<file path="src/rtl/assert_macros.svh">
// Assertion macros shared by the noise generator RTL.
// Expects signals clk and rst_n in the scope where a macro is used.
`ifndef ASSERT_MACROS_SVH
`define ASSERT_MACROS_SVH

// Clocked check, masked while reset is active
`define PNH_ASSERT(lbl, prop, msg) \
    lbl: assert property (@(posedge clk) disable iff (!rst_n) prop) else $error(msg);

// Clocked check that also holds during reset
`define PNH_ASSERT_ALWAYS(lbl, prop, msg) \
    lbl: assert property (@(posedge clk) prop) else $error(msg);

`endif

</file>
<file path="src/rtl/pnh_pkg.sv">
// Shared constants, stage map and control struct for the 1-D gradient noise pipeline.
// No dependencies.
package pnh_pkg;

    localparam int FRAC_BITS_DEF = 16;
    localparam int COORD_W       = 48;
    localparam int SEED_W        = 64;
    localparam int OUT_W         = 18;
    localparam int OUT_FRAC      = 16;
    localparam int OUT_MAX       = 131071;
    localparam int OUT_MIN       = -131072;

    // Hash finalizer constants
    localparam logic [63:0] GOLDEN = 64'h9e3779b97f4a7c15;
    localparam logic [63:0] MIX_A  = 64'hbf58476d1ce4e5b9;
    localparam logic [63:0] MIX_B  = 64'h94d049bb133111eb;
    localparam int SH_A = 30;
    localparam int SH_B = 27;
    localparam int SH_C = 31;

    // Seed registers hold seed + golden (left point) and seed + golden + 1 (right point)
    localparam logic [63:0] SEED_G0 = GOLDEN;
    localparam logic [63:0] SEED_G1 = GOLDEN + 64'd1;

    // Pipeline stage map
    localparam int NUM_STAGES = 8;
    localparam int ST_IN      = 1;  // floor, fraction, hash keys
    localparam int ST_MIX1    = 2;  // first hash multiply, fade step 1
    localparam int ST_SUM1    = 3;  // first hash partial sum, fade step 2
    localparam int ST_MIX2    = 4;  // second hash multiply, fade step 3
    localparam int ST_SUM2    = 5;  // second hash partial sum, fade step 4
    localparam int ST_SEL     = 6;  // gradient select, difference
    localparam int ST_MAC     = 7;  // fade * (b - a) + a
    localparam int ST_OUT     = 8;  // scale, saturate, output register

    typedef struct packed {
        logic [NUM_STAGES:1] en;    // load enable of each stage register
    } pnh_ctl_t;

endpackage

</file>
<file path="src/rtl/pnh_fade.sv">
// Quintic fade 6f^5-15f^4+10f^3 in Horner form, one multiply per stage.
// Depends on pnh_pkg (stage map, control struct).
module pnh_fade #(
    parameter int FRAC_BITS = pnh_pkg::FRAC_BITS_DEF
) (
    input  logic                     clk,
    input  pnh_pkg::pnh_ctl_t        ctl,
    input  logic [FRAC_BITS-1:0]     f_in,
    output logic [FRAC_BITS-1:0]     f_out,
    output logic signed [FRAC_BITS+5:0] fade
);
    import pnh_pkg::*;

    localparam int TW    = FRAC_BITS + 6;
    localparam int ONE   = 1 << FRAC_BITS;
    localparam int STEPS = 4;
    localparam logic signed [TW-1:0] K15 = TW'(15 * ONE);
    localparam logic signed [TW-1:0] K10 = TW'(10 * ONE);

    logic [FRAC_BITS-1:0]   f_src  [STEPS];
    logic signed [TW-1:0]   t_src  [STEPS];
    logic signed [TW-1:0]   fx     [STEPS];
    logic signed [2*TW-1:0] prod   [STEPS];
    logic signed [TW-1:0]   t_next [STEPS];
    logic signed [TW-1:0]   f_six;

    logic [FRAC_BITS-1:0]   f_reg  [STEPS];
    logic signed [TW-1:0]   t_reg  [STEPS];

    // Each step: t <- (f * t) >> F, plus 10 on the first
    always_comb
    begin
        f_six    = signed'(TW'(f_in));
        f_src[0] = f_in;
        t_src[0] = (f_six <<< 2) + (f_six <<< 1) - K15;
        for (int i = 1; i < STEPS; i++)
        begin
            f_src[i] = f_reg[i-1];
            t_src[i] = t_reg[i-1];
        end
        for (int i = 0; i < STEPS; i++)
        begin
            fx[i]     = signed'(TW'(f_src[i]));
            prod[i]   = fx[i] * t_src[i];
            t_next[i] = TW'(prod[i] >>> FRAC_BITS);
        end
        t_next[0] = t_next[0] + K10;
    end

    always_ff @(posedge clk)
    begin
        for (int i = 0; i < STEPS; i++)
        begin
            if (ctl.en[ST_MIX1 + i])
            begin
                f_reg[i] <= f_src[i];
                t_reg[i] <= t_next[i];
            end
        end
    end

    assign f_out = f_reg[STEPS-1];
    assign fade  = t_reg[STEPS-1];

endmodule

</file>
<file path="config.mk">
export PLATFORM = sky130hd
export DESIGN_NAME = pnh_fade
export DESIGN_NICKNAME = d
export VERILOG_FILES = /design/src/rtl/assert_macros.svh /design/src/rtl/pnh_pkg.sv /design/src/rtl/pnh_fade.sv
export SDC_FILE = /design/constraint.sdc
export NUM_CORES = 2
export LEC_CHECK = 0
export BUFFER_PORTS_ARGS = -buffer_cell sky130_fd_sc_hd__buf_2
export CAP_MARGIN = 0
export CORE_MARGIN = 2
export CORE_UTILIZATION = 41
export CTS_CLUSTER_DIAMETER = 100
export DETAILED_ROUTE_END_ITERATION = 10
export PLACE_DENSITY_LB_ADDON = 0.12
export SYNTH_ARGS = -nofsm -noshare
export SYNTH_HDL_FRONTEND = slang
export SYNTH_SLANG_ARGS = --single-unit
</file>
<file path="constraint.sdc">
create_clock -name clk -period 10.4 [get_ports clk]
set_input_delay 1.04 -clock clk [delete_from_list [all_inputs] [get_ports clk]]
set_output_delay 1.04 -clock clk [all_outputs]
set_load 0.02 [all_outputs]
</file>
==> metrics.txt <==
status=completed; Reg clk slew, reported paths=0.07 ns; Seq cells post-synth=152; Initial Util=0.412; Synth Flop Type=edfxtp_1; DR iter-0 viols=1,483; most frequent cells after synthesis=inv_1, fa_1, nand2_1; CP required=10.65 ns; WS Path Type=in2reg; arrival time worst endpoint=10.02 ns; Worst Tran Pin Value=1.24 ns; Crit path largest cell delay=0.53 ns; RSZ-0062 raised after global routing=false; Multi-input gate area=42,200 um2; RR Startpoint=f_reg[1][5]$_DFFE_PP_; FP Rows=132; max-slew violations=0; WHS Endpoint=f_reg[3][10]$_DFFE_PP_; most area-hungry cell type in the Yosys netlist=fa_1; top-count cell post-synth=inv_1; Routed Antenna Nets=0; largest cells by area after synthesis=fa_1, inv_1, ha_1, edfxtp_1, and2_1; worst-path maximum fanout=8; Relative slew margins=0.173; CTS tree=yes; Residual DRC=0; cell count after synthesis=5,570; max_cap viols=0; Async SR Flop Fraction=0; Die W=365 um; drt total wl=126,000 um; worst-skew pair later-pin latency=0.51 ns; Layout Skew=0.0161 ns; post-CTS setup buffer count=0; global-route wire length before repair=213,000 um; number of stages on the worst hold path=0; post_cts resized=0; Vias=35.0k; period utilisation layout=0.939; Fillers=12.9k; worst-path cell with the longest stage delay=fa_1; routed length per placed instance=17.3 um; GRT overflow=0; EDFF count, synth=152; Initial DRT Pass Iterations=5; Layout Area Growth over Synthesis=5.38%; RR Endpoint=t_reg[2][21]$_DFFE_PP_; hpwl dp=102,000 um; Inserted Clock Buffers=17; via/cell ratio=4.81; antenna violations before repair=0; synth unique cells=63; Startpoint Class=primary input; crit path time final=9.76 ns; Hold Vio Cnt, Final=0; number of diodes=0; max reg flops=88; Max Freq=102 MHz; syn nets=7,332; Synth Cell Area=53,300 um2; Yosys Warn Count=0; setup_tns=0 ns; maximum clock insertion buffer count=2; final net count=7,278; Hold WC Path Type=reg2reg; final setup fails=0; clock tree sinks=152; Crit. End Element=register; syn_area_per_cell=9.57 um2; routability cong.=0.824; register area share after synthesis=0.0856; share of cells above drive strength 1=0.0320; die area=133,000 um2; hold buffers post-CTS=0; port bufs=58; r2r worst-path depth=20; core area=129,000 um2; CTS root buf=clkbuf_16; Die Y=365 um; H-tree Lvls=4; Reg2Reg Setup Slack=2.60 ns; register area=4560 um2; Yosys top cell area share=0.499; All-Layer GR Usage=0.206; largest net degree at the start of global routing=39; hold_sp=f_reg[2][10]$_DFFE_PP_; number of global-route vias before repair=39.3k; Ports=63; Crit path top cell by count=fa_1
[worst max-delay path, delay by kind of cell]
kind	cells	cell delay [ns]
adders and majority gates	10	4.16
AOI/OAI and AO/OA	15	2.98
xor gates and xnor gates	3	0.61
and+or+nand+nor	4	0.61
buffers and inverters	6	0.53
muxes	1	0.07
[layout by cell type, fill, tap and decap left out, drive strengths merged, types with 3 or more instances in the layout]
cell type and instances:
a2111oi 7, fa 1329, nor2b 22, nand3 11
nand2b 23, o21a 15, a21boi 4, a211o 6
o211ai 5, nor2 63, buf 132, edfxtp 152
a21o 55, nor3 17, clkbuf 17, xnor2 87
inv 1532, o31ai 6, a31oi 7, a211oi 9
o21ai 48, nand2 791, nor4b 3, o21bai 9
and4 3, clkinv 5, nand4 20, ha 408
and2 546, and3 13, a21oi 88, xor2 51
nor3b 6, mux2i 4
[cell families after synthesis]
family                   share of synthesized area
adder cells (fa/ha/maj)                      0.595
AND/OR/NAND/NOR                              0.139
flip-flops                                  0.0856
AO/OA/AOI/OAI                               0.0345
buffers and inverters                        0.122
XOR/XNOR                                    0.0227
multiplexers                              0.000962
[layout make-up]
class,count,share of cell area
Multi-Input combinational cell,3688,0.752
Tap cell,1742,0.0388
Clock inverter,15,0.00325
Inverter,1525,0.102
Sequential cell,152,0.0813
Timing Repair Buffer,132,0.0151
Clock buffer,17,0.00757
[through the flow]
step	hold slack, ns	util	instances	cell area (um2)	setup WS, ns
2_1_floorplan	0.461	-	5570	53300	1.08
3_3_place_gp	0.435	0.430	7239	55600	0.150
3_5_place_dp	0.441	0.430	7239	55600	0.0929
4_1_cts	0.460	0.434	7271	56200	0.638
5_1_grt	0.473	0.434	7271	56200	0.0413
6_report	0.453	0.434	7271	56200	0.635
[metal layers]
metal,vias up,GRT usage,share of wire
met2,553,0.344,0.48
met3,100,0.0232,0.036
met4,0,0.0378,0.015
met5,-,0,0
li1,15980,-,-
met1,18360,0.290,0.47
[how the worst max path moves through the flow]
stage                     cells past startpoint                endpoint  slack (ns)  startpoint
after detailed placement                     41  t_reg[0][21]$_DFFE_PP_        0.09     f_in[1]
after floorplan                              39  t_reg[0][21]$_DFFE_PP_        1.08     f_in[1]
final                                        39  t_reg[0][21]$_DFFE_PP_        0.64     f_in[2]
after global routing                         41  t_reg[0][21]$_DFFE_PP_        0.04     f_in[1]
after CTS                                    41  t_reg[0][21]$_DFFE_PP_        0.64     f_in[1]
after global placement                       39  t_reg[0][21]$_DFFE_PP_        0.15     f_in[2]
Power is not shown: default switching activity piles up to over one toggle a cycle in this logic, so the estimate is an artifact.
