<file path="src/rtl/assert_macros.svh">
// Assertion macros shared by the noise generator RTL.
// Expects signals clk and rst_n in the scope where a macro is used.
`ifndef ASSERT_MACROS_SVH
`define ASSERT_MACROS_SVH

// Clocked check, masked while reset is active
`define PNH_ASSERT(lbl, prop, msg) \
    lbl: assert property (@(posedge clk) disable iff (!rst_n) prop) else $error(msg);

// Clocked check that also holds during reset
`define PNH_ASSERT_ALWAYS(lbl, prop, msg) \
    lbl: assert property (@(posedge clk) prop) else $error(msg);

`endif

</file>
<file path="src/rtl/pnh_pkg.sv">
// Shared constants, stage map and control struct for the 1-D gradient noise pipeline.
// No dependencies.
package pnh_pkg;

    localparam int FRAC_BITS_DEF = 16;
    localparam int COORD_W       = 48;
    localparam int SEED_W        = 64;
    localparam int OUT_W         = 18;
    localparam int OUT_FRAC      = 16;
    localparam int OUT_MAX       = 131071;
    localparam int OUT_MIN       = -131072;

    // Hash finalizer constants
    localparam logic [63:0] GOLDEN = 64'h9e3779b97f4a7c15;
    localparam logic [63:0] MIX_A  = 64'hbf58476d1ce4e5b9;
    localparam logic [63:0] MIX_B  = 64'h94d049bb133111eb;
    localparam int SH_A = 30;
    localparam int SH_B = 27;
    localparam int SH_C = 31;

    // Seed registers hold seed + golden (left point) and seed + golden + 1 (right point)
    localparam logic [63:0] SEED_G0 = GOLDEN;
    localparam logic [63:0] SEED_G1 = GOLDEN + 64'd1;

    // Pipeline stage map
    localparam int NUM_STAGES = 8;
    localparam int ST_IN      = 1;  // floor, fraction, hash keys
    localparam int ST_MIX1    = 2;  // first hash multiply, fade step 1
    localparam int ST_SUM1    = 3;  // first hash partial sum, fade step 2
    localparam int ST_MIX2    = 4;  // second hash multiply, fade step 3
    localparam int ST_SUM2    = 5;  // second hash partial sum, fade step 4
    localparam int ST_SEL     = 6;  // gradient select, difference
    localparam int ST_MAC     = 7;  // fade * (b - a) + a
    localparam int ST_OUT     = 8;  // scale, saturate, output register

    typedef struct packed {
        logic [NUM_STAGES:1] en;    // load enable of each stage register
    } pnh_ctl_t;

endpackage

</file>
<file path="src/rtl/pnh_hash.sv">
// Four-stage splitmix64-style finalizer that yields one gradient sign bit.
// Depends on pnh_pkg (constants, stage map, control struct).
module pnh_hash (
    input  logic            clk,
    input  pnh_pkg::pnh_ctl_t ctl,
    input  logic [63:0]     x,
    output logic            sign
);
    import pnh_pkg::*;

    logic [63:0] y;
    logic [63:0] z;
    logic [63:0] ll1_next;
    logic [31:0] lh1_next;
    logic [31:0] hl1_next;
    logic [63:0] ll2_next;
    logic [31:0] lh2_next;
    logic [31:0] hl2_next;

    logic [63:0] ll1_reg;
    logic [31:0] lh1_reg;
    logic [31:0] hl1_reg;
    logic [63:0] p_reg;
    logic [63:0] ll2_reg;
    logic [31:0] lh2_reg;
    logic [31:0] hl2_reg;
    logic [63:0] h_reg;

    // 64x64 low-half product split into 32x32 partials
    always_comb
    begin
        y        = x ^ (x >> SH_A);
        ll1_next = 64'(y[31:0]) * 64'(MIX_A[31:0]);
        lh1_next = y[31:0] * MIX_A[63:32];
        hl1_next = y[63:32] * MIX_A[31:0];
        z        = p_reg ^ (p_reg >> SH_B);
        ll2_next = 64'(z[31:0]) * 64'(MIX_B[31:0]);
        lh2_next = z[31:0] * MIX_B[63:32];
        hl2_next = z[63:32] * MIX_B[31:0];
    end

    always_ff @(posedge clk)
    begin
        if (ctl.en[ST_MIX1])
        begin
            ll1_reg <= ll1_next;
            lh1_reg <= lh1_next;
            hl1_reg <= hl1_next;
        end
        if (ctl.en[ST_SUM1])
        begin
            p_reg <= ll1_reg + {lh1_reg + hl1_reg, 32'b0};
        end
        if (ctl.en[ST_MIX2])
        begin
            ll2_reg <= ll2_next;
            lh2_reg <= lh2_next;
            hl2_reg <= hl2_next;
        end
        if (ctl.en[ST_SUM2])
        begin
            h_reg <= ll2_reg + {lh2_reg + hl2_reg, 32'b0};
        end
    end

    // Bit 0 of h ^ (h >> 31)
    assign sign = h_reg[0] ^ h_reg[SH_C];

endmodule

</file>
<file path="config.mk">
export PLATFORM = sky130hd
export DESIGN_NAME = pnh_hash
export DESIGN_NICKNAME = d
export VERILOG_FILES = /design/src/rtl/assert_macros.svh /design/src/rtl/pnh_pkg.sv /design/src/rtl/pnh_hash.sv
export SDC_FILE = /design/constraint.sdc
export NUM_CORES = 2
export LEC_CHECK = 0
export BUFFER_PORTS_ARGS = -buffer_cell sky130_fd_sc_hd__buf_4
export CAP_MARGIN = 25
export CORE_AREA = 2 2 267 269
export DETAILED_ROUTE_END_ITERATION = 8
export DIE_AREA = 0 0 269 271
export PLACE_DENSITY = 0.92
export SETUP_SLACK_MARGIN = 0.05
export SYNTH_ARGS = -nofsm -noshare
export SYNTH_HDL_FRONTEND = slang
export SYNTH_SLANG_ARGS = --single-unit
</file>
<file path="constraint.sdc">
create_clock -name clk -period 20.3 [get_ports clk]
set_input_delay 2.03 -clock clk [delete_from_list [all_inputs] [get_ports clk]]
set_output_delay 2.03 -clock clk [all_outputs]
set_load 0.02 [all_outputs]
</file>
==> metrics.md <==
| Metric | Value |
|---|---|
| Vias | 30610 |
| Gr usage total | 35.12% |
| Multi-input logic area | 34490 µm² |
| Sequential Area | 5225 µm² |
| Chip height | 271 µm |
| Synth Flop Type | edfxtp_1 |
| Commonest non-fill, non-tap cell in the layout | inv_1 |
| Nets@finish | between 6000 and 7000 |
| Pins Over Slew Limit | 0 |
| Register area share after synthesis | 11.59% |
| Crit path from | x[38] |
| Routed WL per cell | 22.60 µm |
| CP required | 20500 ps |
| Setup-failing EPs final | 0 |
| IO Pins | 74 |
| Status | completed |
| Post-synthesis register bit count | about 170 |
| Clk_skew | 14.03 ps |
| Slowest CP cell | xnor2_1 |
| Critical path type | input port to register |
| Core Footprint | between 60000 and 70000 µm² |
| Fin crit share | 51.52% |
| WP buf/inv | 4 |
| Chip width | 269 µm |
| DRT iter0 DRCs | approximately 2600 |
| Post-synth ARST share | 0% |
| Syn_area_per_cell | 10.44 µm² |
| Die footprint | 72900 µm² |
| CTS Root Cell | clkbuf_16 |
| Worst path max stage delay | about 960 ps |
| Grt ovf | 0 |
| Largest net degree at the start of global routing | 80 |
| Syn nets | 6098 |
| Most frequent CP cell | fa_1 |
| Drt pass-1 iters | 7 |
| First-pass GRT wire length | 188.8 mm |
| Fillcell total | between 4000 and 5000 |
| Crit path capture type | register |
| FP Rows | 97 |
| Clock sinks | 174 |
| Hold Crit Start | ll1_reg[25] |
| Routed Antenna Nets | 0 |
| Fin. Hold Viols | 0 |
| Actual slew at the worst max-slew pin | about 1200 ps |
| CTS H-Tree Depth | 4 |
| Post-CTS setup buffers | 0 |
| FF-to-FF Start | p_reg[13] |
| Synth Warn # | 0 |
| Max-cap viol count | 0 |
| PostCTS Resize Cnt | 0 |
| Cell family with most CP delay | adder cells |
| Worst hold-check path type | register to register |
| RSZ-0062 raised after global routing | no |
| FMAX | 95.62 MHz |
| Synth unique cells | 64 |
| Residual DRC count | 0 |
| Type of origin of the critical path | input port |
| Crit path arrival time | approximately 11000 ps |
| CTS tree | built |
| Max_slew headroom | 22.77% |
| Initial antenna violation count | 4 |
| Commonest cells after routing, fill and taps aside | inv_1, ha_1, fa_1, xnor2_1, edfxtp_1 |
| Clock tree buffer depth | 2 |
| Share of post-route cells with drive strength above 1 | 3.759% |
| Vias in the first global route | 34160 |
| Placer Congestion | 1.032 |
| CTS buffer count | 17 |
| Hold-fix buffers at CTS | 0 |
| Worst skew pair latency | 460 ps |
| Max reg flops | 59 |
| Post-route setup TNS | 0 ps |
| EDFF count, synth | between 150 and 200 |
| IO buf count | 69 |
| Critical Path Fanout Max | 9 |
| Post-DP HPWL | 106.8 mm |
| Final min period | 10460 ps |
| Clock-pin slew on the worst setup and hold paths | 70 ps |
| Layout Area Growth over Synthesis | 5.563% |
| Cells after synthesis | around 4300 |
| Initial core utilization | 64.59% |
| Post-DR vias/cell | about 5.7 |
| Syn Std Cell Area | 45070 µm² |
| Final wirelength | roughly 120 mm |
cells by family (layout without fill, tap and decap cells):
| family | count (synthesis) | count (layout) | synth area share [%] |
|---|---|---|---|
| compound gates | 379 | 379 | 5.596 |
| xor+xnor | 306 | 306 | 5.946 |
| fa+ha+maj | 1708 | 1708 | 61.44 |
| buf+inv | 1435 | 1561 | 11.95 |
| flops | 174 | 174 | 11.59 |
| mux | 2 | 2 | 0.04442 |
| other cells | 0 | 1 | 0 |
| simple gates | 313 | 313 | 3.434 |
layer usage:
metal  track usage [%]  part of all wire (%)  wire [µm]
met1             42.90                    37      44520
met2             56.50                    47      56780
met4             22.06                   7.7       9316
met3             7.791                   9.1      11080
met5                 0                     0          0
synth_stat cells (2+ instances only):
master,number,area [µm²]
o31ai_1,4,30.03
a41oi_2,2,32.53
fa_1,842,16860
nor4_1,7,43.79
nor2b_1,20,125.1
clkbuf_1,16,60.06
o31a_1,5,43.79
or2_2,6,37.54
nand2_1,61,229.0
a211oi_2,2,25.02
nor4_2,2,25.02
inv_1,1418,5323
o21bai_1,33,247.7
ha_1,866,10840
nand3_1,24,120.1
a31o_2,2,17.52
xor2_1,95,832.1
a21oi_1,114,570.6
o21ai_1,6,30.03
a21o_1,70,525.5
and4_1,3,26.28
a31oi_1,9,56.30
and3_1,11,68.82
a221o_1,3,30.03
a221oi_1,5,43.79
and2_1,3,18.77
a21boi_0,2,15.01
a211o_1,3,26.28
o21ai_2,2,17.52
mux2i_1,2,20.02
nand2b_1,22,137.6
or3_1,10,62.56
nor3_1,25,125.1
a211oi_1,10,75.07
o21ai_0,57,285.3
o211ai_1,6,45.04
or4_1,2,15.01
o41ai_1,5,43.79
nand4_1,20,125.1
o211a_1,2,20.02
o21a_1,22,165.2
nor2_1,92,345.3
edfxtp_1,174,5225
xnor2_1,211,1848
a311oi_1,2,17.52
worst paths after layout:
path	end	slack [ps]	cells past startpoint
setup reg to reg	ll2_reg[31]	12700	24
hold / removal	p_reg[25]	420	0
setup / recovery	ll1_reg[57]	9840	26
hold reg to reg	p_reg[25]	420	0
through the flow:
step,instance area [µm²],utilization (%),worst slack (ps),std cells,hold WS (ps)
floorplan,45070,-,10920,4317,400.3
global placement,47030,67.39,9635,5349,402.7
detailed placement,47040,67.40,9462,5350,404.5
CTS,47570,68.17,9910,5382,416.1
global route,47580,68.18,9694,5383,428.4
finish,47580,68.18,9842,5384,417.9
worst reg2reg max path, delay by kind of cell (launching register included):
family / cells / cell delay [ps]
compound gates: 5 / 1350
xor+xnor: 2 / 770
fa+ha+maj: 9 / 4000
buf+inv: 6 / 680
flops: 1 / 400
simple gates: 2 / 140
layout make-up:
cell class                 count  share of cell area (%)
timing repair buffer         110                   1.730
tap                          940                   2.472
clock inverter                14                  0.2235
clock buffer                  18                  0.9020
multi-input combinational   2708                   72.49
antenna                        1                0.005259
inverter                    1419                   11.19
sequential                   174                   10.98
Power is left out: the tool's default activity adds up to more than one toggle a clock period on the data nets, which glitch-free logic cannot reach.
