## src/rtl/assert_macros.svh

```systemverilog
// Assertion macros shared by the noise generator RTL.
// Expects signals clk and rst_n in the scope where a macro is used.
`ifndef ASSERT_MACROS_SVH
`define ASSERT_MACROS_SVH

// Clocked check, masked while reset is active
`define PNH_ASSERT(lbl, prop, msg) \
    lbl: assert property (@(posedge clk) disable iff (!rst_n) prop) else $error(msg);

// Clocked check that also holds during reset
`define PNH_ASSERT_ALWAYS(lbl, prop, msg) \
    lbl: assert property (@(posedge clk) prop) else $error(msg);

`endif

```

## src/rtl/pnh_pkg.sv

```systemverilog
// Shared constants, stage map and control struct for the 1-D gradient noise pipeline.
// No dependencies.
package pnh_pkg;

    localparam int FRAC_BITS_DEF = 16;
    localparam int COORD_W       = 48;
    localparam int SEED_W        = 64;
    localparam int OUT_W         = 18;
    localparam int OUT_FRAC      = 16;
    localparam int OUT_MAX       = 131071;
    localparam int OUT_MIN       = -131072;

    // Hash finalizer constants
    localparam logic [63:0] GOLDEN = 64'h9e3779b97f4a7c15;
    localparam logic [63:0] MIX_A  = 64'hbf58476d1ce4e5b9;
    localparam logic [63:0] MIX_B  = 64'h94d049bb133111eb;
    localparam int SH_A = 30;
    localparam int SH_B = 27;
    localparam int SH_C = 31;

    // Seed registers hold seed + golden (left point) and seed + golden + 1 (right point)
    localparam logic [63:0] SEED_G0 = GOLDEN;
    localparam logic [63:0] SEED_G1 = GOLDEN + 64'd1;

    // Pipeline stage map
    localparam int NUM_STAGES = 8;
    localparam int ST_IN      = 1;  // floor, fraction, hash keys
    localparam int ST_MIX1    = 2;  // first hash multiply, fade step 1
    localparam int ST_SUM1    = 3;  // first hash partial sum, fade step 2
    localparam int ST_MIX2    = 4;  // second hash multiply, fade step 3
    localparam int ST_SUM2    = 5;  // second hash partial sum, fade step 4
    localparam int ST_SEL     = 6;  // gradient select, difference
    localparam int ST_MAC     = 7;  // fade * (b - a) + a
    localparam int ST_OUT     = 8;  // scale, saturate, output register

    typedef struct packed {
        logic [NUM_STAGES:1] en;    // load enable of each stage register
    } pnh_ctl_t;

endpackage

```

## src/rtl/pnh_blend.sv

```systemverilog
// Gradient select, fade blend, doubling, scaling to Q1.16 and saturation.
// Depends on pnh_pkg (output format, stage map, control struct).
module pnh_blend #(
    parameter int FRAC_BITS = pnh_pkg::FRAC_BITS_DEF
) (
    input  logic                        clk,
    input  pnh_pkg::pnh_ctl_t           ctl,
    input  logic                        sign0,
    input  logic                        sign1,
    input  logic [FRAC_BITS-1:0]        f,
    input  logic signed [FRAC_BITS+5:0] fade,
    output logic signed [pnh_pkg::OUT_W-1:0] noise_value
);
    import pnh_pkg::*;

    localparam int TW  = FRAC_BITS + 6;
    localparam int BW  = FRAC_BITS + 3;
    localparam int SW  = FRAC_BITS + 5;
    localparam int QW  = FRAC_BITS + 22;
    localparam int ONE = 1 << FRAC_BITS;
    localparam logic signed [BW-1:0] ONE_B = BW'(ONE);
    localparam logic signed [QW-1:0] QMAX  = QW'(OUT_MAX);
    localparam logic signed [QW-1:0] QMIN  = QW'(OUT_MIN);

    logic signed [BW-1:0]    fe;
    logic signed [BW-1:0]    a_next;
    logic signed [BW-1:0]    b_val;
    logic signed [BW-1:0]    d_next;
    logic signed [TW+BW-1:0] m;
    logic signed [SW-1:0]    s_next;
    logic signed [SW:0]      r;
    logic signed [QW-1:0]    r_ext;
    logic signed [QW-1:0]    q_scl;
    logic signed [OUT_W-1:0] q_next;

    logic signed [BW-1:0]    a_reg;
    logic signed [BW-1:0]    d_reg;
    logic signed [TW-1:0]    fade_reg;
    logic signed [SW-1:0]    s_reg;
    logic signed [OUT_W-1:0] q_reg;

    // a = g0*f, b = g1*(f-1), difference b-a
    always_comb
    begin
        fe     = signed'(BW'(f));
        a_next = sign0 ? fe : -fe;
        b_val  = sign1 ? (fe - ONE_B) : (ONE_B - fe);
        d_next = b_val - a_next;
    end

    // a + (fade * (b-a)) >> F
    always_comb
    begin
        m      = fade_reg * d_reg;
        s_next = SW'(m >>> FRAC_BITS) + SW'(a_reg);
    end

    // Double, move to 16 fraction bits
    assign r     = {s_reg, 1'b0};
    assign r_ext = QW'(r);

    if (FRAC_BITS >= OUT_FRAC)
    begin : g_down
        assign q_scl = r_ext >>> (FRAC_BITS - OUT_FRAC);
    end
    else
    begin : g_up
        assign q_scl = r_ext <<< (OUT_FRAC - FRAC_BITS);
    end

    // Saturate
    always_comb
    begin
        priority if (q_scl > QMAX)
            q_next = OUT_W'(QMAX);
        else if (q_scl < QMIN)
            q_next = OUT_W'(QMIN);
        else
            q_next = OUT_W'(q_scl);
    end

    always_ff @(posedge clk)
    begin
        if (ctl.en[ST_SEL])
        begin
            a_reg    <= a_next;
            d_reg    <= d_next;
            fade_reg <= fade;
        end
        if (ctl.en[ST_MAC])
        begin
            s_reg <= s_next;
        end
        if (ctl.en[ST_OUT])
        begin
            q_reg <= q_next;
        end
    end

    assign noise_value = q_reg;

endmodule

```

## config.mk

```make
export PLATFORM = sky130hd
export DESIGN_NAME = pnh_blend
export DESIGN_NICKNAME = d
export VERILOG_FILES = /design/src/rtl/assert_macros.svh /design/src/rtl/pnh_pkg.sv /design/src/rtl/pnh_blend.sv
export SDC_FILE = /design/constraint.sdc
export NUM_CORES = 1
export LEC_CHECK = 0
export BUFFER_PORTS_ARGS = -buffer_cell sky130_fd_sc_hd__buf_2
export CAP_MARGIN = 20
export CORE_UTILIZATION = 44
export DETAILED_ROUTE_END_ITERATION = 10
export GPL_TIMING_DRIVEN = 0
export SYNTH_ARGS = -nofsm -noshare
export SYNTH_HDL_FRONTEND = slang
export SYNTH_SLANG_ARGS = --single-unit
```

## constraint.sdc

```tcl
create_clock -name clk -period 22.3 [get_ports clk]
set_clock_uncertainty 0.1 [all_clocks]
set_input_delay 2.23 -clock clk [delete_from_list [all_inputs] [get_ports clk]]
set_output_delay 2.23 -clock clk [all_outputs]
set_load 0.03 [all_outputs]
```

==> results.md, run 1 <==
Routing:
- The via count of the routed design is 12.6k.
- The number of iterations in the first detailed-routing pass is 7.
- In this run the remaining antenna-violating nets after routing total 0.
- The DRC marker count from the first detailed-route iteration is 839.
- The final routed wire length divided by cell count is 19.7 um.
- For this block, the routed nets add up to 47500 um of wire.
- Dividing the detail-routed via count by the number of cells gives 5.20.
- After detailed routing, the number of remaining DRC violations is 0.

Outcome:
- The run finished with clean final reports.

Logic synthesis:
- The average size of a mapped cell is 10.2 um2.
- The commonest cells after synthesis are 361 x sky130_fd_sc_hd__fa_1, 333 x sky130_fd_sc_hd__inv_1, 199 x sky130_fd_sc_hd__nand2_1.
- The dominant synthesized flop cell is sky130_fd_sc_hd__edfxtp_1.
- By area the synthesized netlist is led by sky130_fd_sc_hd__fa_1 39%, sky130_fd_sc_hd__edfxtp_1 16%, sky130_fd_sc_hd__ha_1 12%, sky130_fd_sc_hd__inv_1 6.8%, sky130_fd_sc_hd__and2_1 6.6%.
- The number of distinct library cells after synthesis is 52.
- Synthesis produced 1803 cells.
- The most frequent cell after synthesis is sky130_fd_sc_hd__fa_1.
- The dominant cell type by area after synthesis is sky130_fd_sc_hd__fa_1.
- The share of Yosys cell area claimed by the top area cell type is 39.4%.
- The synthesized design contains 98 enable-type register cells.
- The sequential fraction of the synthesis area is 16.0%.
- The share of flip-flops with an asynchronous set or reset is 0%.
- The synthesized design contains 98 register bits.
- The post-synthesis instance area is 0.0184 mm2.
- For this run, the number of Yosys warnings is 0.

Clock tree:
- In this run the deepest clock path goes through 2 buffers.
- The level count of the clock H-tree is 3.
- The number of gates resized after CTS was 0.
- For this design, the CTS-stage hold fixing added 0 buffers.
- The TritonCTS buffer count is 9.
- TritonCTS built the clock tree.
- The clock network latency to the later pin of the worst-skew pair is 0.38 ns.
- CTS placed an instance of sky130_fd_sc_hd__clkbuf_16 at the clock tree root.
- After clock tree synthesis, the setup repair step added 0 buffers.
- Clock-pin slew was measured on the worst setup and hold paths at 0.07 ns.
- The number of sinks driven by the clock tree is 98.

Global route:
- The total routing usage reported by global routing is 24.4%.
- Global routing finished with a remaining overflow of 0.
- The via count of the first global-routing pass is 13.8k.
- The most crowded layer after global routing is met2.
- The global-route met1 utilization is 32.3%.
- Entering global routing, the biggest net connects 60 pins.
- The global-route met3 utilization is 3.74%.
- The first global-routing pass estimated 76600 um of wire.
- For met2 alone, demand over resource in global routing was 40.4%.
- The number of antenna violations at the first check in global routing is 2.

Setup path:
- Along the worst path, the maximum fanout reaches 10.
- The arrival time at the worst endpoint is 9.59 ns.
- For this run, the slowest stage of the critical path takes 0.83 ns.
- The worst setup path is of the register to register kind.
- STA classifies the critical path endpoint as a register.
- Data on the critical path is required at its endpoint by 22.31 ns.
- The slowest cell on the critical path is sky130_fd_sc_hd__edfxtp_1.
- The buffer and inverter count on the worst path is 1.
- Among the stages of the critical path, the cell type that occurs most often is sky130_fd_sc_hd__fa_1.
- The cell family contributing the most delay on the critical path is adder cells.
- The critical path startpoint category is a register.

Die:
- During I/O placement, the number of pins put on the boundary was 67.
- The chip width is 206 um.
- The effective utilization at floorplan is 44.8%.
- In this run the core area contains 74 standard-cell rows.
- The die covers 0.0425 mm2.
- The die is 206 um tall.
- The area of the core region is 0.0410 mm2.

Placement:
- The half-perimeter wire length after detailed placement is 39200 um.
- At the placement stage, the worst setup path has a slack of 12.67 ns.
- The number of port buffers is 60.
- The final weighted congestion of routability-driven global placement is 0.907.

STA:
- The number of endpoints failing setup at the final stage is 0.
- Setup repair after global routing left no endpoint under its margin.
- The final period demand of the worst path is 9.58 ns.
- The number of hold-slack violations in the final timing report came to 0.
- The slew at the pin with the worst max-slew slack is 0.966 ns.
- The setup TNS is 0 ns.
- The total count of max-transition violations in the final report is 0.
- The highest attainable clock frequency is 104 MHz.
- The worst path meets setup with 12.72 ns of slack.
- Headroom to the max-slew limit came out at 35.6%.
- The final period utilization is 42.9%.

Finish:
- The fraction of layout instances using a drive strength above 1 is 5.11%.
- The layout net count is 2458.
- The area growth from synthesis to layout is 7.04%.
- The number of flip-flops in the largest register is 22.

Hold path:
- The min-delay analysis places its worst path in the category register to register.

Flow run:
- The tool flagged a number of max-cap violations equal to 0.
[cells in the final DEF, fill, tap and decap left out, drive strengths merged, types with 16 or more instances in the layout]
cell    Yosys  routed
xnor2      61      61
clkbuf     62      72
and2      193     193
edfxtp     98      98
buf         2      62
nand2     199     199
a21o       18      18
inv       333     334
fa        361     361
nor3       19      19
nor2b      20      20
o21a       20      20
a21oi      34      34
ha        173     173
xor2       38      38
nor2       67      67
o21ai      16      16
[through the flow]
stage	utilization, %	instance area, um2	cells	hold WS, ns
CTS	47.9	19700	2412	0.427
detailed placement	47.1	19300	2396	0.405
finish	47.9	19700	2413	0.422
floorplan	-	18400	1804	0.395
global route	47.9	19700	2412	0.438
global placement	47.1	19300	2396	0.407
[worst reg2reg max path, delay by kind of cell, from the launching register on]
| family | cells | cell delay, ns |
|---|---|---|
| AOI/OAI and AO/OA | 11 | 3.11 |
| xor gates and xnor gates | 3 | 0.41 |
| adders and majority gates | 9 | 3.62 |
| buffers and inverters | 1 | 0.66 |
| DFF | 1 | 0.83 |
| and+or+nand+nor | 4 | 0.59 |
[layer usage]
| layer | vias to the layer above | share of wire [%] |
|---|---|---|
| met1 | 6411 | 43 |
| met2 | 391 | 48 |
| li1 | 5674 | - |
| met5 | - | 0 |
| met3 | 83 | 6.0 |
| met4 | 0 | 3.4 |
[layout make-up]
class	count	area [um2]
buffer	64	258
clock inverter	6	88.8
sequential	98	2940
fill	3898	21400
antenna	1	2.50
multi-input combinational	1309	13900
clock buffer	10	229
tap	532	666
timing repair buffer	60	303
inverter	333	1250
[path summary, 6_finish.rpt]
check	end	cells past startpoint	slack, ns	startpoint
max	s_reg[20]	28	12.72	fade_reg[10]
min	noise_value[10]	1	0.42	s_reg[9]
min reg2reg	noise_value[10]	1	0.42	s_reg[9]
max reg2reg	s_reg[20]	28	12.72	fade_reg[10]
[kinds of logic after synthesis]
group / synth area share (%)
and+or+nand+nor: 15.1
adders and majority gates: 51.2
buffers and inverters: 8.21
AOI/OAI and AO/OA: 4.59
xor gates and xnor gates: 4.72
DFF: 16.0
muxes: 0.123
other: 0.0204
Power of run 1 is left out: the tool's default activity adds up to more than one toggle a clock period on the data nets, which glitch-free logic cannot reach.
==> run 2: changes to the inputs <==
- clock period: 22.3 -> 9.35 ns (I/O delays scaled with it)
==> run 2 against run 1 <==
  * Utilization grew 0.51 points
  * Final area grew 1.1%
  * Clock-buffer cell count is the same
  * Routed wire length grew 0.45%
==> results.md, run 2 (synthesis gave the netlist of run 1 again) <==
Clock tree:
- The clock root buffer is sky130_fd_sc_hd__clkbuf_16.
- The number of sinks driven by the clock tree is 98 (unchanged).
- The clock network latency to the later pin of the worst-skew pair is 0.38 ns (about the same).
- The clock-pin slew on the worst setup and hold paths is 0.07 ns (about the same).
- The TritonCTS clock tree is built.
- The level count of the clock H-tree is 3 (unchanged).
- The maximum buffer depth of the clock tree is 2 (unchanged).
- The TritonCTS buffer count is 9 (unchanged).

Setup path:
- The critical path startpoint category is a register.
- The most repeated library cell on the critical path is sky130_fd_sc_hd__fa_1.
- The slowest cell on the critical path is sky130_fd_sc_hd__edfxtp_1.
- The biggest cell delay along the critical path is 0.66 ns (-0.17 ns).
- The endpoint required time on the critical path is 9.36 ns (-12.95 ns).
- The sort of element at the end of the critical path is a register.
- The type of the worst setup path is register to register.
- The capturing point of the worst reg2reg path is s_reg[20].
- The worst register-to-register path begins at fade_reg[15].
- The count of cells along the worst register-to-register path is 27 (-3.6%).
- The peak fanout along the critical path is 10 (unchanged).
- The arrival time at the worst endpoint is 8.90 ns (-0.69 ns).
- The reg2reg setup slack is 0.46 ns (-12.26 ns).

Finish:
- The number of flip-flops in the largest register is 22 (unchanged).
- The area overhead of the layout relative to synthesis is 8.17%.
- The total area of sequential cells is 0.00294 mm2 (unchanged).
- The area of the multi-input gates was 0.0139 mm2 (+0.18%).
- The fraction of layout instances using a drive strength above 1 came to 7.75% (+2.6 points).
- In the layout the commonest cells are 361 x sky130_fd_sc_hd__fa_1, 333 x sky130_fd_sc_hd__inv_1, 199 x sky130_fd_sc_hd__nand2_1.
- The library cell used most frequently in the layout, excluding fill and tap cells, is sky130_fd_sc_hd__fa_1.
- The layout net count is 2474 (+0.65%).
- The layout filler cell count is 3891 (-0.18%).
- The antenna cell count is 0 (-1).

STA:
- The final period demand of the worst path is 8.89 ns (-0.687 ns).
- The remaining max-slew budget at the tightest pin was 41.4% (+5.8 points).
- The number of hold-slack violations in the final timing report is 0 (unchanged).
- The slew at the pin with the worst max-slew slack is 0.879 ns (-0.0871 ns).
- The total count of max-transition violations in the final report came to 0 (unchanged).
- The number of endpoints failing setup at the final stage was 0 (unchanged).
- The smallest hold slack is 0.421 ns (-0.000231 ns).
- The final period utilization was 95.1% (+52 points).
- The highest attainable clock frequency came to 113 MHz (+7.7%).

Die:
- The height of the die is 206 um (unchanged).
- The area of the core region came to 0.0410 mm2 (unchanged).
- The number of ports placed on the die boundary is 67 (unchanged).
- The number of core rows was 74 (unchanged).
- The effective utilization at floorplan came to 44.8% (unchanged).
- The full die area is 0.0425 mm2 (unchanged).
- The chip width was 206 um (unchanged).

Global route:
- The total global routing overflow was 0 (unchanged).
- The maximum number of pins on one net before global-route repair was 60 (unchanged).
- The total routing usage reported by global routing is 24.4% (unchanged).
- The first-pass GRT wire length is 76600 um (about the same).
- The number of antenna violations at the first check in global routing is 3 (+1).
- The via count of the first global-routing pass is 13.8k (+0.022%).

Outcome:
- The run finished with clean final reports.

Routing:
- The post-route DRC violation count came to 0 (unchanged).
- The total wire length after detailed routing came to 47700 um (+0.45%).
- The DRC marker count from the first detailed-route iteration was 874 (+4.2%).
- The number of antenna-violating nets in the routed design came to 0 (unchanged).
- The via density per instance came to 5.22 (+0.36%).
- The final routed wire length divided by cell count is 19.7 um (-0.17%).
- The number of iterations in the first detailed-routing pass is 5 (-2).
- The via count of the routed design is 12.7k (+0.98%).

Placement:
- The half-perimeter wire length after detailed placement is 39200 um (unchanged).
- The number of port buffers is 60 (unchanged).
- The final weighted congestion of routability-driven global placement came to 0.907 (unchanged).

Hold path:
- The end point of the worst hold path is noise_value[10].
- The hold path startpoint is s_reg[9].
- The path class of the tightest hold or removal check is register to register.
- The number of cells on the worst hold path is 1 (unchanged).

Flow run:
- The total of max-cap violations was 0 (unchanged).
[run 2: cell types whose count changed in the layout (fill, tap and decap cells not counted), sizes merged]
cell / previous run / this run
buf: 62 / 80
clkbuf: 72 / 70
diode: 1 / 0
[run 2: timing repair]
| item | in CTS | in global routing |
|---|---|---|
| setup endpoints to repair | 5 | 7 |
| resized for setup | 8 | 53 |
| setup buffers | 0 | 17 |
| hold buffers | 0 | 0 |
[run 2: metrics by stage]
step	cells	util (%)	area, um2	TNS, ns	setup WS, ns
3_3_place_gp	2396	47.1	19300	-0.512	-0.180
5_1_grt	2428	48.4	19900	-0.0139	-0.0139
3_5_place_dp	2396	47.1	19300	-0.949	-0.283
6_report	2428	48.4	19900	0	0.461
2_1_floorplan	1804	-	18400	0	1.58
4_1_cts	2411	47.9	19700	0	0.0350
[run 2: how the worst max path moves through the flow]
stage	from	endpoint	slack, ns	cells past startpoint
2_1_floorplan	fade_reg[7]	s_reg[20]	1.58	30
3_3_place_gp	fade_reg[9]	s_reg[20]	-0.18	29
3_5_place_dp	fade_reg[9]	s_reg[19]	-0.28	29
4_1_cts	d_reg[12]	s_reg[20]	0.04	30
5_1_grt	fade_reg[15]	s_reg[20]	-0.01	27
6_report	fade_reg[15]	s_reg[20]	0.46	27
[run 2: worst max-delay path, delay by kind of cell (launching register included)]
family / cells / cell delay (ns)
compound gates: 8 / 1.96
xor+xnor: 3 / 0.46
fa+ha+maj: 9 / 4.13
buf+inv: 2 / 0.60
flops: 1 / 0.66
simple gates: 5 / 0.70
[run 2: layout make-up]
| type | count | area share, % |
|---|---|---|
| Tap cell | 532 | 3.35 |
| Timing Repair Buffer | 77 | 2.29 |
| Inverter | 333 | 6.29 |
| Clock inverter | 6 | 0.447 |
| Sequential cell | 98 | 14.8 |
| Buffer | 63 | 1.46 |
| Clock buffer | 10 | 1.15 |
| Multi-Input combinational cell | 1309 | 70.2 |
[run 2: per-layer routing]
metal / global-route usage, % / vias up / wire (um)
li1: - / 5705 / -
met1: 32.2 / 6474 / 20200
met2: 40.3 / 422 / 22900
met3: 3.77 / 81 / 3050
met4: 9.01 / 0 / 1550
met5: 0 / - / 0
Power of run 2 is left out for the same reason.
